--- config.mk ---
export PLATFORM = sky130hd
export DESIGN_NAME = bsm_ram
export DESIGN_NICKNAME = d
export VERILOG_FILES = /design/src/hdl/bsm_ram.sv
export SDC_FILE = /design/constraint.sdc
export NUM_CORES = 2
export LEC_CHECK = 0
export BUFFER_PORTS_ARGS = -buffer_cell sky130_fd_sc_hd__buf_2
export CORE_ASPECT_RATIO = 1.25
export CORE_MARGIN = 4
export CORE_UTILIZATION = 55
export DETAILED_ROUTE_END_ITERATION = 8
export PLACE_DENSITY = 0.74
export SYNTH_ARGS = -nofsm -noshare
export SYNTH_HDL_FRONTEND = slang
export SYNTH_SLANG_ARGS = --single-unit
--- constraint.sdc ---
create_clock -name clk_i -period 6.87 [get_ports clk_i]
set_clock_uncertainty 0.1 [all_clocks]
set_input_delay 0.687 -clock clk_i [delete_from_list [all_inputs] [get_ports clk_i]]
set_output_delay 0.687 -clock clk_i [all_outputs]
set_load 0.005 [all_outputs]
--- src/hdl/bsm_ram.sv ---
// Generic simple dual-port RAM, one write and one read port, registered read.
// Depends on nothing.
module bsm_ram #(
  parameter int unsigned WIDTH = 32,
  parameter int unsigned DEPTH = 128
) (
  input  logic                                  clk_i,
  input  logic                                  we_i,
  input  logic [(DEPTH > 1 ? $clog2(DEPTH) : 1)-1:0] waddr_i,
  input  logic [WIDTH-1:0]                      wdata_i,
  input  logic                                  re_i,
  input  logic [(DEPTH > 1 ? $clog2(DEPTH) : 1)-1:0] raddr_i,
  output logic [WIDTH-1:0]                      rdata_o
);
  logic [WIDTH-1:0] mem [DEPTH];

  always_ff @(posedge clk_i) begin
    if (we_i) begin
      mem[waddr_i] <= wdata_i;
    end
    if (re_i) begin
      rdata_o <= mem[raddr_i];
    end
  end
endmodule

==> metrics.md <==
| Metric | Value |
|---|---|
| # setup viols final | 0 |
| Tcrit/Tclk final | 53.4% |
| Remaining global-route overflow | 0 |
| Most Crowded Layer GR | met2 |
| Met3 Resource Use GR | 6.51% |
| Fraction of layout cells with a size suffix above 1 | 35.5% |
| Slew headroom | 4.32% |
| Met1 GRT Util | 37.7% |
| Routed Antenna Nets | 0 |
| Hold Buf Count CTS | 0 |
| Initial antenna violation count | 59 |
| Placeable Area | 283000 um^2 |
| Initial Util | 55.4% |
| Worst r2r src | mem[45][25]$_DFFE_PP_ |
| TritonRoute pass-1 iters | 6 |
| Post-synthesis sequential area ratio | 79.2% |
| Max-cap violations | 0 |
| Num CTS Buffers | 374 |
| Setup_tns | 0 ns |
| Async S/R FF share, synth | 0% |
| Number of global-route vias before repair | 74738 |
| Fin worst setup slack | 3.20 ns |
| Total die area | 293000 um^2 |
| Top-level I/O count | 81 |
| Fill count | 17584 |
| R2R cell count | 4 |
| Syn Nets | 6039 |
| Number of synthesized flops with an enable pin | 4128 |
| Max H-tree Level | 5 |
| Largest net degree at the start of global routing | 113 |
| Slew Viols, Final | 0 |
| Post-synth top flop | edfxtp_1 |
| Storage cell area | 124000 um^2 |
| Synth Area per Inst | 26.1 um^2 |
| Synthesized netlist cell count | 5990 |
| Multi-input gate area | 32300 um^2 |
| Clk pin slew, worst setup/hold paths | 0.07 ns |
| Routed Wire Length | 426000 um |
| Die Ht | 605 um |
| CP Capture Type | flip-flop |
| Rows | 218 |
| Hold slack final | 0.102 ns |
| CP Launch Type | input port |
| RSZ-0062 raised after global routing | no |
| Final-stage net count | 6418 |
| Routed vias | 73304 |
| Status | finished clean |
| Met2 Usage GRT | 47.7% |
| Fin. Hold Viols | 0 |
| Die width | 485 um |
| CP Data Arrival Time | 4.23 ns |
| Min-Delay Endpoint | mem[41][1]$_DFFE_PP_ |
| Netlist cell types | 16 |
| Mapped cell area | 157000 um^2 |
| Clk root buf | clkbuf_16 |
| Synth warn | 0 |
| Detailed-route DRC error count | 0 |
| Total leakage power | 0.0537 uW |
| IO buf count | 80 |
| GR Util All Layers | 29.5% |
| Hold Path Depth | 1 |
| Worst Hold Class | input port to flip-flop |
| Worst-margin pin slew | 1.44 ns |
| Clk Latency, worst-skew pair | 0.92 ns |
| Clk buf depth | 4 |
| Routability Congestion | 0.857 |
| Post-Place Worst Slack | 2.33 ns |
| Post-DP HPWL | 229000 um |
| First-pass GRT wire length | 599000 um |
| Area grow syn2layout | 12.4% |
| Final core utilization | 62.3% |
| Peak VDD IR | 0.198 mV |
| FF+latch count, synth | 4128 |
| Fmax | 0.272 GHz |
| Initial DRC count | 13249 |
| Shortest period the worst path allows | 3.67 ns |
| Worst Path Class, Setup | input port to flip-flop |
| Vias per inst | 7.01 |
| Avg WL per Cell | 40.8 um |
| Post-CTS setup buffer count | 0 |
| Cell area power density | 294 nW/um^2 |
| HP Start | wdata_i[1] |
| CTS sink count | 4128 |
| WP data required | 7.43 ns |
| Worst R2R Setup Slack | 4.00 ns |
| CTS tree | built |
| RR Endpoint | rdata_o[25]$_DFFE_PP_ |
| Worst Path Max Fanout | 77 |
| Post_cts resized | 0 |
==> synthesized netlist by cell type (all sizes together), types with 2 or more instances <==
| cell type | n | share of area (%) |
|---|---|---|
| edfxtp | 4128 | 79 |
| mux4 | 1344 | 19 |
| clkbuf | 182 | 0.44 |
| buf | 134 | 0.40 |
| nor2 | 122 | 0.29 |
| mux2 | 32 | 0.23 |
| nand2 | 14 | 0.034 |
| nand3 | 12 | 0.038 |
| nor3 | 9 | 0.029 |
| nor2b | 7 | 0.028 |
| nand4 | 3 | 0.012 |
| nand2b | 2 | 0.0080 |
==> flip-flops by register name, summed over array words and instances, names as in the netlist <==
register and flops:
mem 4096, rdata_o 32
==> cells in the final DEF, fill, tap and decap left out <==
cell type and instances:
buf_12 37, buf_2 40, buf_4 238, buf_6 1, buf_8 3, bufinv_16 51
clkbuf_1 59, clkbuf_16 381, clkinv_1 74, clkinv_2 64, clkinv_4 3, clkinv_8 2
clkinvlp_4 24, diode_2 56, edfxtp_1 4128, inv_16 2, inv_6 8, mux2_2 32
mux4_2 1344, nand2_1 11, nand2_2 3, nand2b_1 2, nand3_1 8, nand3_2 4
nand4_1 3, nor2_1 3, nor2_4 119, nor2b_1 7, nor3_2 9, or3_1 1
==> worst max-delay path by stage <==
stage	from	end	slack [ns]	cells after the start
after floorplan	we_i	mem[98][0]$_DFFE_PP_	2.84	3
after global placement	raddr_i[0]	rdata_o[7]$_DFFE_PP_	2.33	7
after detailed placement	raddr_i[0]	rdata_o[29]$_DFFE_PP_	2.33	6
after CTS	raddr_i[0]	rdata_o[21]$_DFFE_PP_	3.23	7
after global routing	raddr_i[0]	rdata_o[14]$_DFFE_PP_	3.13	6
final	raddr_i[0]	rdata_o[14]$_DFFE_PP_	3.20	6
==> layout make-up <==
| type | instances | area share (%) |
|---|---|---|
| multi-input cells | 1546 | 18.3 |
| diodes | 56 | 0.0796 |
| well taps | 3740 | 2.66 |
| clock inverters | 228 | 1.41 |
| repair buffers | 319 | 1.58 |
| flip-flops and latches | 4128 | 70.4 |
| clock buffers | 440 | 5.54 |
==> worst max-delay path, cell delays in order <==
cell    delay, ns
buf_12       0.47
buf_4        0.61
mux4_2       0.63
mux4_2       0.62
mux4_2       0.58
mux2_2       0.30
==> power by group <==
group / switching (uW) / total (uW) / internal [uW]
Sequential: 90.9 / 27900 / 27800
Combinational: 1620 / 2630 / 1010
Clock: 9120 / 21200 / 12100
==> routing by layer <==
layer | vias up | routed length [um]
met5 | - | 107
met1 | 39177 | 136000
met3 | 1038 | 52200
li1 | 27148 | -
met2 | 5925 | 211000
met4 | 16 | 27000
==> stage by stage <==
step	total power (uW)	cell area (um^2)	std cells
CTS	51900	176000	10401
floorplan	29700	157000	5990
detailed placement	31000	164000	9733
global placement	31000	164000	9733
finish	51700	176000	10457
global route	53100	176000	10434
==> cells by family after synthesis <==
kind of cell / share of synthesized area, %
simple gates: 0.445
flops: 79.2
buf+inv: 0.837
mux: 19.6
Note: power is estimated with default switching activity, not from simulation.
