$ cat src/hdl/bsm_pkg.sv
// Box suppression with merge: shared types, codes and helper functions.
// No dependencies; bsm_iou, the top level and the bench package import this package.
package bsm_pkg;

  // Input commands
  typedef enum logic [1:0] {
    CMD_DETECT = 2'd0,
    CMD_READ   = 2'd1,
    CMD_CLEAR  = 2'd2,
    CMD_NONE   = 2'd3
  } cmd_e;

  // Result status codes
  typedef enum logic [2:0] {
    STS_KEPT       = 3'd0,
    STS_SUPPRESSED = 3'd1,
    STS_DROPPED    = 3'd2,
    STS_READ       = 3'd3,
    STS_BAD_INDEX  = 3'd4,
    STS_CLEARED    = 3'd5
  } status_e;

  // Control sequencer states
  typedef enum logic [2:0] {
    S_IDLE,
    S_READ,
    S_SCAN,
    S_DRAIN,
    S_FINAL,
    S_EMIT
  } fsm_e;

  // Configuration register indexes (word address)
  localparam logic [1:0] REG_NMS_THR   = 2'd0;
  localparam logic [1:0] REG_MERGE_IOU = 2'd1;
  localparam logic [1:0] REG_MERGE_GAP = 2'd2;
  localparam logic [1:0] REG_KEEP_LIM  = 2'd3;

  localparam int unsigned CORNERS = 4;
  localparam int unsigned SUM_W   = 48;
  // geometry word: rect(50) area(24) conf(16) label(4)
  localparam int unsigned GEO_W   = 94;
  // sums word: four corner sums and the set count
  localparam int unsigned SUMS_W  = CORNERS * SUM_W + 8;

  typedef struct packed {
    logic signed [12:0]  rect_left;
    logic signed [12:0]  rect_top;
    logic [11:0]         rect_width;
    logic [11:0]         rect_height;
    logic [15:0]         confidence;
    logic [3:0]          label;
    logic [3:0][31:0]    corner;
  } det_t;

  typedef struct packed {
    logic [2:0]          status;
    logic [6:0]          entry_index;
    logic [7:0]          set_count;
    logic [3:0][47:0]    corner_sum;
    logic [15:0]         entry_confidence;
    logic [3:0]          entry_label;
  } res_t;

  // Status from the overlap unit to the sequencer
  typedef struct packed {
    logic valid;
    logic busy;
    logic suppress;
    logic merge;
  } scan_t;

  // Packed Q12.4 corner to packed 24-bit halves
  function automatic logic [47:0] widen_corner(logic [31:0] c);
    return {{8{c[31]}}, c[31:16], {8{c[15]}}, c[15:0]};
  endfunction

  // Halves wrap independently modulo 2^24
  function automatic logic [47:0] add_sum(logic [47:0] s, logic [31:0] c);
    logic [47:0] t;
    logic [23:0] x;
    logic [23:0] y;
    t = widen_corner(c);
    x = s[47:24] + t[47:24];
    y = s[23:0] + t[23:0];
    return {x, y};
  endfunction

endpackage

$ cat src/hdl/bsm_iou.sv
// Overlap unit: three-stage IoU test of the held detection against one kept
// entry per cycle. Depends on bsm_pkg.
module bsm_iou
  import bsm_pkg::*;
#(
  parameter int unsigned TABLE_DEPTH = 128
) (
  input  logic                     clk_i,
  input  logic                     rst_ni,
  input  logic                     rd_valid_i,
  input  logic [(TABLE_DEPTH > 1 ? $clog2(TABLE_DEPTH) : 1)-1:0] rd_idx_i,
  input  logic [GEO_W-1:0]         geo_i,
  input  det_t                     det_i,
  input  logic [23:0]              det_area_i,
  input  logic [10:0]              nms_thr_i,
  input  logic [10:0]              merge_iou_i,
  input  logic [15:0]              merge_gap_i,
  output scan_t                    scan_o,
  output logic [(TABLE_DEPTH > 1 ? $clog2(TABLE_DEPTH) : 1)-1:0] scan_idx_o
);
  localparam int unsigned AW = TABLE_DEPTH > 1 ? $clog2(TABLE_DEPTH) : 1;

  // stage B: intersection extents and attribute match
  logic signed [13:0] l_s, r_s, t_s, b_s, kl_s, kr_s, kt_s, kb_s;
  logic signed [13:0] x1, x2, y1, y2;
  logic signed [14:0] dx, dy;
  logic [15:0]        kconf, gap;
  logic               attr_ok;

  logic               b_v_q, c_v_q;
  logic [AW-1:0]      b_idx_q, c_idx_q;
  logic [11:0]        dx_q, dy_q;
  logic [23:0]        b_area_q, c_area_q;
  logic               b_attr_q, c_attr_q;
  logic [23:0]        inter_q;

  always_comb begin
    l_s  = {det_i.rect_left[12], det_i.rect_left};
    t_s  = {det_i.rect_top[12], det_i.rect_top};
    r_s  = l_s + $signed({2'b00, det_i.rect_width});
    b_s  = t_s + $signed({2'b00, det_i.rect_height});
    kl_s = $signed({geo_i[93], geo_i[93:81]});
    kt_s = $signed({geo_i[80], geo_i[80:68]});
    kr_s = kl_s + $signed({2'b00, geo_i[67:56]});
    kb_s = kt_s + $signed({2'b00, geo_i[55:44]});
    x1   = (l_s > kl_s) ? l_s : kl_s;
    y1   = (t_s > kt_s) ? t_s : kt_s;
    x2   = (r_s < kr_s) ? r_s : kr_s;
    y2   = (b_s < kb_s) ? b_s : kb_s;
    dx   = {x2[13], x2} - {x1[13], x1};
    dy   = {y2[13], y2} - {y1[13], y1};
    kconf = geo_i[19:4];
    gap   = (det_i.confidence > kconf) ? det_i.confidence - kconf
                                       : kconf - det_i.confidence;
    attr_ok = (gap < merge_gap_i) && (det_i.label == geo_i[3:0]);
  end

  always_ff @(posedge clk_i or negedge rst_ni) begin
    if (!rst_ni) begin
      b_v_q <= 1'b0;
      c_v_q <= 1'b0;
    end else begin
      b_v_q <= rd_valid_i;
      c_v_q <= b_v_q;
    end
  end

  // empty extent clamps to zero, which empties the intersection
  always_ff @(posedge clk_i) begin
    b_idx_q  <= rd_idx_i;
    dx_q     <= (!dx[14] && dx != '0) ? dx[11:0] : '0;
    dy_q     <= (!dy[14] && dy != '0) ? dy[11:0] : '0;
    b_area_q <= geo_i[43:20];
    b_attr_q <= attr_ok;
    // stage C: intersection area
    c_idx_q  <= b_idx_q;
    inter_q  <= dx_q * dy_q;
    c_area_q <= b_area_q;
    c_attr_q <= b_attr_q;
  end

  // stage D: union and cross-multiplied threshold tests
  logic [24:0] uni;
  logic [35:0] lhs, rhs_nms, rhs_mrg;
  logic        zero_uni;
  logic        sc_v_q, sc_sup_q, sc_mrg_q;

  always_comb begin
    uni      = {1'b0, det_area_i} + {1'b0, c_area_q} - {1'b0, inter_q};
    zero_uni = (uni == '0);
    lhs      = {2'b00, inter_q, 10'b0};
    rhs_nms  = nms_thr_i * uni;
    rhs_mrg  = merge_iou_i * uni;
  end

  always_ff @(posedge clk_i or negedge rst_ni) begin
    if (!rst_ni) begin
      sc_v_q <= 1'b0;
    end else begin
      sc_v_q <= c_v_q;
    end
  end

  always_ff @(posedge clk_i) begin
    sc_sup_q   <= zero_uni || (lhs > rhs_nms);
    sc_mrg_q   <= !zero_uni && (lhs > rhs_nms) && (lhs > rhs_mrg) && c_attr_q;
    scan_idx_o <= c_idx_q;
  end

  assign scan_o = '{valid: sc_v_q, busy: b_v_q || c_v_q, suppress: sc_sup_q,
                    merge: sc_mrg_q};
endmodule

$ cat config.mk
export PLATFORM = sky130hd
export DESIGN_NAME = bsm_iou
export DESIGN_NICKNAME = d
export VERILOG_FILES = /design/src/hdl/bsm_pkg.sv /design/src/hdl/bsm_iou.sv
export SDC_FILE = /design/constraint.sdc
export NUM_CORES = 2
export LEC_CHECK = 0
export BUFFER_PORTS_ARGS = -buffer_cell sky130_fd_sc_hd__buf_2
export CAP_MARGIN = 20
export CORE_ASPECT_RATIO = 0.8
export CORE_UTILIZATION = 30
export DETAILED_ROUTE_END_ITERATION = 12
export PLACE_DENSITY = 0.56
export REMOVE_ABC_BUFFERS = 1
export SETUP_SLACK_MARGIN = 0.3
export SKIP_CTS_REPAIR_TIMING = 1
export SYNTH_ARGS = -nofsm -noshare
export SYNTH_HDL_FRONTEND = slang
export SYNTH_SLANG_ARGS = --single-unit
$ cat constraint.sdc
create_clock -name clk_i -period 12.8 [get_ports clk_i]
set_clock_uncertainty 0.05 [all_clocks]
set_input_delay 0 -clock clk_i [delete_from_list [all_inputs] [get_ports clk_i]]
set_output_delay 0 -clock clk_i [all_outputs]
set_load 0.01 [all_outputs]
==> summary.md <==
| Metric | Value |
|---|---|
| Result of the run | `completed` |
| Signed area change from the synthesized netlist to the final layout | `11.6%` |
| CTS HTree Levels | `4` |
| Worst-Skew Late Latency | `around 0.48 ns` |
| Number of nets in the layout | `5548` |
| Die outline width | `379 µm` |
| Ys async rst share | `0.0242` |
| Final period util | `0.905` |
| Most used cell along the critical path | `sky130_fd_sc_hd__fa_1` |
| Setup repair after global routing missed its margin | `no` |
| Worst hold path class | `input port to flop` |
| Wire length of the first global-routing pass | `around 140000 µm` |
| Worst EP arrival | `~12 ns` |
| Drt drc | `0` |
| Antenna Nets Post-Route | `0` |
| Mapped cell area | `34100 µm²` |
| Count of cell types in the netlist | `77` |
| Via density per instance | `around 4.7` |
| Most frequent standard cell in the layout excluding fill and tap cells | `sky130_fd_sc_hd__inv_1` |
| Routed length on met3 | `5020 µm` |
| Num CTS Buffers | `17` |
| Min Clock Period, post-route | `between 10 and 15 ns` |
| Share of layout cells above drive strength 1 | `0.0865` |
| Sum of overflow across all layers after global routing | `0` |
| RD Place Congestion | `about 0.88` |
| CTS root buffer | `sky130_fd_sc_hd__clkbuf_16` |
| Routed wire per std cell | `around 15 µm` |
| Slew Limit Fails | `0` |
| Count of TritonRoute iterations in the first routing pass | `5` |
| Routed met1 length | `approximately 44000 µm` |
| Number of filler cells placed in the layout | `approximately 12000` |
| Routed length on met2 | `37600 µm` |
| Sinks on Clock Net | `124` |
| Most frequent cells in the layout | `784 x sky130_fd_sc_hd__inv_1, 544 x sky130_fd_sc_hd__fa_1, 495 x sky130_fd_sc_hd__nand2_1` |
| Sum Neg Setup Slack | `0 ns` |
| Pin count of the biggest net entering global routing | `26` |
| Standard-cell row count | `between 100 and 150` |
| Internal reg-to-reg setup slack | `roughly 1.2 ns` |
| Placed wire-length estimate | `about 74000 µm` |
| Data required, critical path | `13.15 ns` |
| Post-Synthesis Mean Instance Area | `~8.5 µm²` |
| Critical setup path kind | `flop to flop` |
| Setup-violating endpoint count in the final report | `0` |
| Count of max-cap constraint violations | `0` |
| Slowest stage cell on the critical path | `sky130_fd_sc_hd__a2111oi_0` |
| Routed WL | `between 80000 and 90000 µm` |
| IO Pins | `approximately 380` |
| Total via count after detailed routing | `around 27000` |
| Post-synth top flop | `sky130_fd_sc_hd__dfxtp_1` |
| CP max stage delay | `around 0.7 ns` |
| Total global routing track utilization | `0.158` |
| Cells after Synth | `approximately 4000` |
| Max-slew headroom | `0.372` |
| Largest delay share family, worst path | `adder cells` |
| Number of flops mapped to enable cells by yosys | `0` |
| Number of buffers on the longest clock path | `2` |
| Starting density of the core | `0.303` |
| Number of antenna violations at the first check in global routing | `7` |
| Register bit count reported by yosys | `around 120` |
| Via count of the first global-routing pass | `about 27000` |
| CTS clock-pin slew for the worst setup and hold paths | `0.07 ns` |
| Portion of the post-synthesis area used by sequential elements | `0.0733` |
| Hold Violations, Final | `0` |
| CP endpoint kind | `flop` |
| Die Footprint | `about 110000 µm²` |
| Die Y | `303 µm` |
| Actual slew at the worst max-slew pin | `roughly 0.93 ns` |
| Quantity of I/O buffers inserted on ports | `around 250` |
| Total number of yosys warnings | `0` |
| Launching element type of the critical path | `flop` |
| Highest metal layer used by the detailed router | `met4` |
| CTS tree | `built` |
| Highest net fanout along the worst path | `13` |
| Iteration-0 DRC count of the detailed router | `around 1300` |
| Area inside the core boundary | `roughly 110000 µm²` |
| Maximum frequency from static timing analysis | `roughly 86 MHz` |
| Count of buffer and inverter cells on the critical path | `8` |
worst reg2reg max path: cells and delay by family, from the launching register on:
family / cells / cell delay, ns
adder cells (fa/ha/maj): 10 / 4.14
AO/OA/AOI/OAI: 13 / 2.91
AND/OR/NAND/NOR: 12 / 2.21
buffers and inverters: 8 / 0.96
XOR/XNOR: 2 / 0.81
flip-flops: 1 / 0.41
layer usage:
| metal | vias up | GRT usage |
|---|---|---|
| met1 | 13200 | 0.233 |
| li1 | 13000 | - |
| met2 | 655 | 0.243 |
| met3 | 75 | 0.0233 |
| met5 | - | 0 |
| met4 | 0 | 0.0306 |
path summary, 6_finish.rpt:
check,end,depth (start not counted),from
max,sc_mrg_q,45,inter_q[0]
min,dx_q[0],4,det_i[185]
max reg2reg,sc_mrg_q,45,inter_q[0]
min reg2reg,c_area_q[22],0,b_area_q[22]
max in group asynchronous,b_v_q,3,rst_ni
min in group asynchronous,sc_v_q,3,rst_ni
Yosys cell counts (5+ instances only):
master / instances / share of area
sky130_fd_sc_hd__or4_1: 9 / 0.0020
sky130_fd_sc_hd__nand4_1: 24 / 0.0044
sky130_fd_sc_hd__nor4_1: 6 / 0.0011
sky130_fd_sc_hd__and3_1: 16 / 0.0029
sky130_fd_sc_hd__or2_2: 10 / 0.0018
sky130_fd_sc_hd__ha_1: 457 / 0.17
sky130_fd_sc_hd__nor3_1: 35 / 0.0051
sky130_fd_sc_hd__and2_1: 278 / 0.051
sky130_fd_sc_hd__nand2_1: 495 / 0.055
sky130_fd_sc_hd__a311oi_1: 7 / 0.0018
sky130_fd_sc_hd__mux2_2: 13 / 0.0043
sky130_fd_sc_hd__nor2b_1: 47 / 0.0086
sky130_fd_sc_hd__a211oi_1: 13 / 0.0029
sky130_fd_sc_hd__inv_1: 784 / 0.086
sky130_fd_sc_hd__o21bai_1: 41 / 0.0090
sky130_fd_sc_hd__dfxtp_1: 121 / 0.071
sky130_fd_sc_hd__a21o_1: 100 / 0.022
sky130_fd_sc_hd__nand3_1: 34 / 0.0050
sky130_fd_sc_hd__a31oi_1: 12 / 0.0022
sky130_fd_sc_hd__fa_1: 544 / 0.32
sky130_fd_sc_hd__a21oi_1: 171 / 0.025
sky130_fd_sc_hd__buf_1: 7 / 0.00077
sky130_fd_sc_hd__o21a_1: 15 / 0.0033
sky130_fd_sc_hd__o211ai_1: 13 / 0.0029
sky130_fd_sc_hd__o22ai_1: 6 / 0.0011
sky130_fd_sc_hd__clkbuf_1: 138 / 0.015
sky130_fd_sc_hd__nand2b_1: 44 / 0.0081
sky130_fd_sc_hd__o31ai_1: 6 / 0.0013
sky130_fd_sc_hd__o21ai_0: 99 / 0.015
sky130_fd_sc_hd__mux2i_1: 55 / 0.016
sky130_fd_sc_hd__xnor2_1: 103 / 0.026
sky130_fd_sc_hd__or3_1: 8 / 0.0015
sky130_fd_sc_hd__o2111ai_1: 5 / 0.0013
sky130_fd_sc_hd__nor2_1: 112 / 0.012
sky130_fd_sc_hd__o41a_1: 5 / 0.0017
sky130_fd_sc_hd__a21boi_0: 10 / 0.0022
sky130_fd_sc_hd__xor2_1: 63 / 0.016
sky130_fd_sc_hd__a211o_1: 7 / 0.0018
sky130_fd_sc_hd__a2111oi_0: 8 / 0.0021
sequential cells by signal, summed over array words and instances, names as in the netlist:
signal      count
sc_v_q          1
c_v_q           1
b_idx_q         7
c_idx_q         7
scan_idx_o      7
b_v_q           1
dy_q           12
sc_sup_q        1
b_area_q       24
sc_mrg_q        1
c_attr_q        1
inter_q        24
c_area_q       24
b_attr_q        1
dx_q           12
final cells by class:
class	instances	area, µm²	area share
diodes	3	7.51	0.000197
clock buffers	18	429	0.0113
clock inverters	14	206	0.00543
inverters	784	2940	0.0774
multi-input cells	2941	28200	0.742
flip-flops and latches	124	2500	0.0657
well taps	1512	1890	0.0498
repair buffers	315	1850	0.0486
through the flow:
step | hold WS, ns | area, µm² | setup slack, ns | utilization | instances
2_1_floorplan | -0.346 | 33500 | 2.06 | - | 3849
3_3_place_gp | -0.253 | 37000 | 1.48 | 0.328 | 5635
3_5_place_dp | -0.248 | 37000 | 1.34 | 0.328 | 5635
4_1_cts | -0.774 | 37600 | 1.32 | 0.334 | 5667
5_1_grt | 0.0655 | 38000 | 0.485 | 0.338 | 5710
6_report | 0.0361 | 38000 | 1.22 | 0.338 | 5711
cells by family after synthesis:
group           after synthesis  synth area share
buf+inv                     932             0.103
mux                          68            0.0205
simple gates               1138             0.164
flops                       124            0.0733
xor+xnor                    166            0.0427
fa+ha+maj                  1001             0.487
compound gates              568             0.109
Power is not shown: default switching activity piles up to over one toggle a cycle in this logic, so the estimate is an artifact.
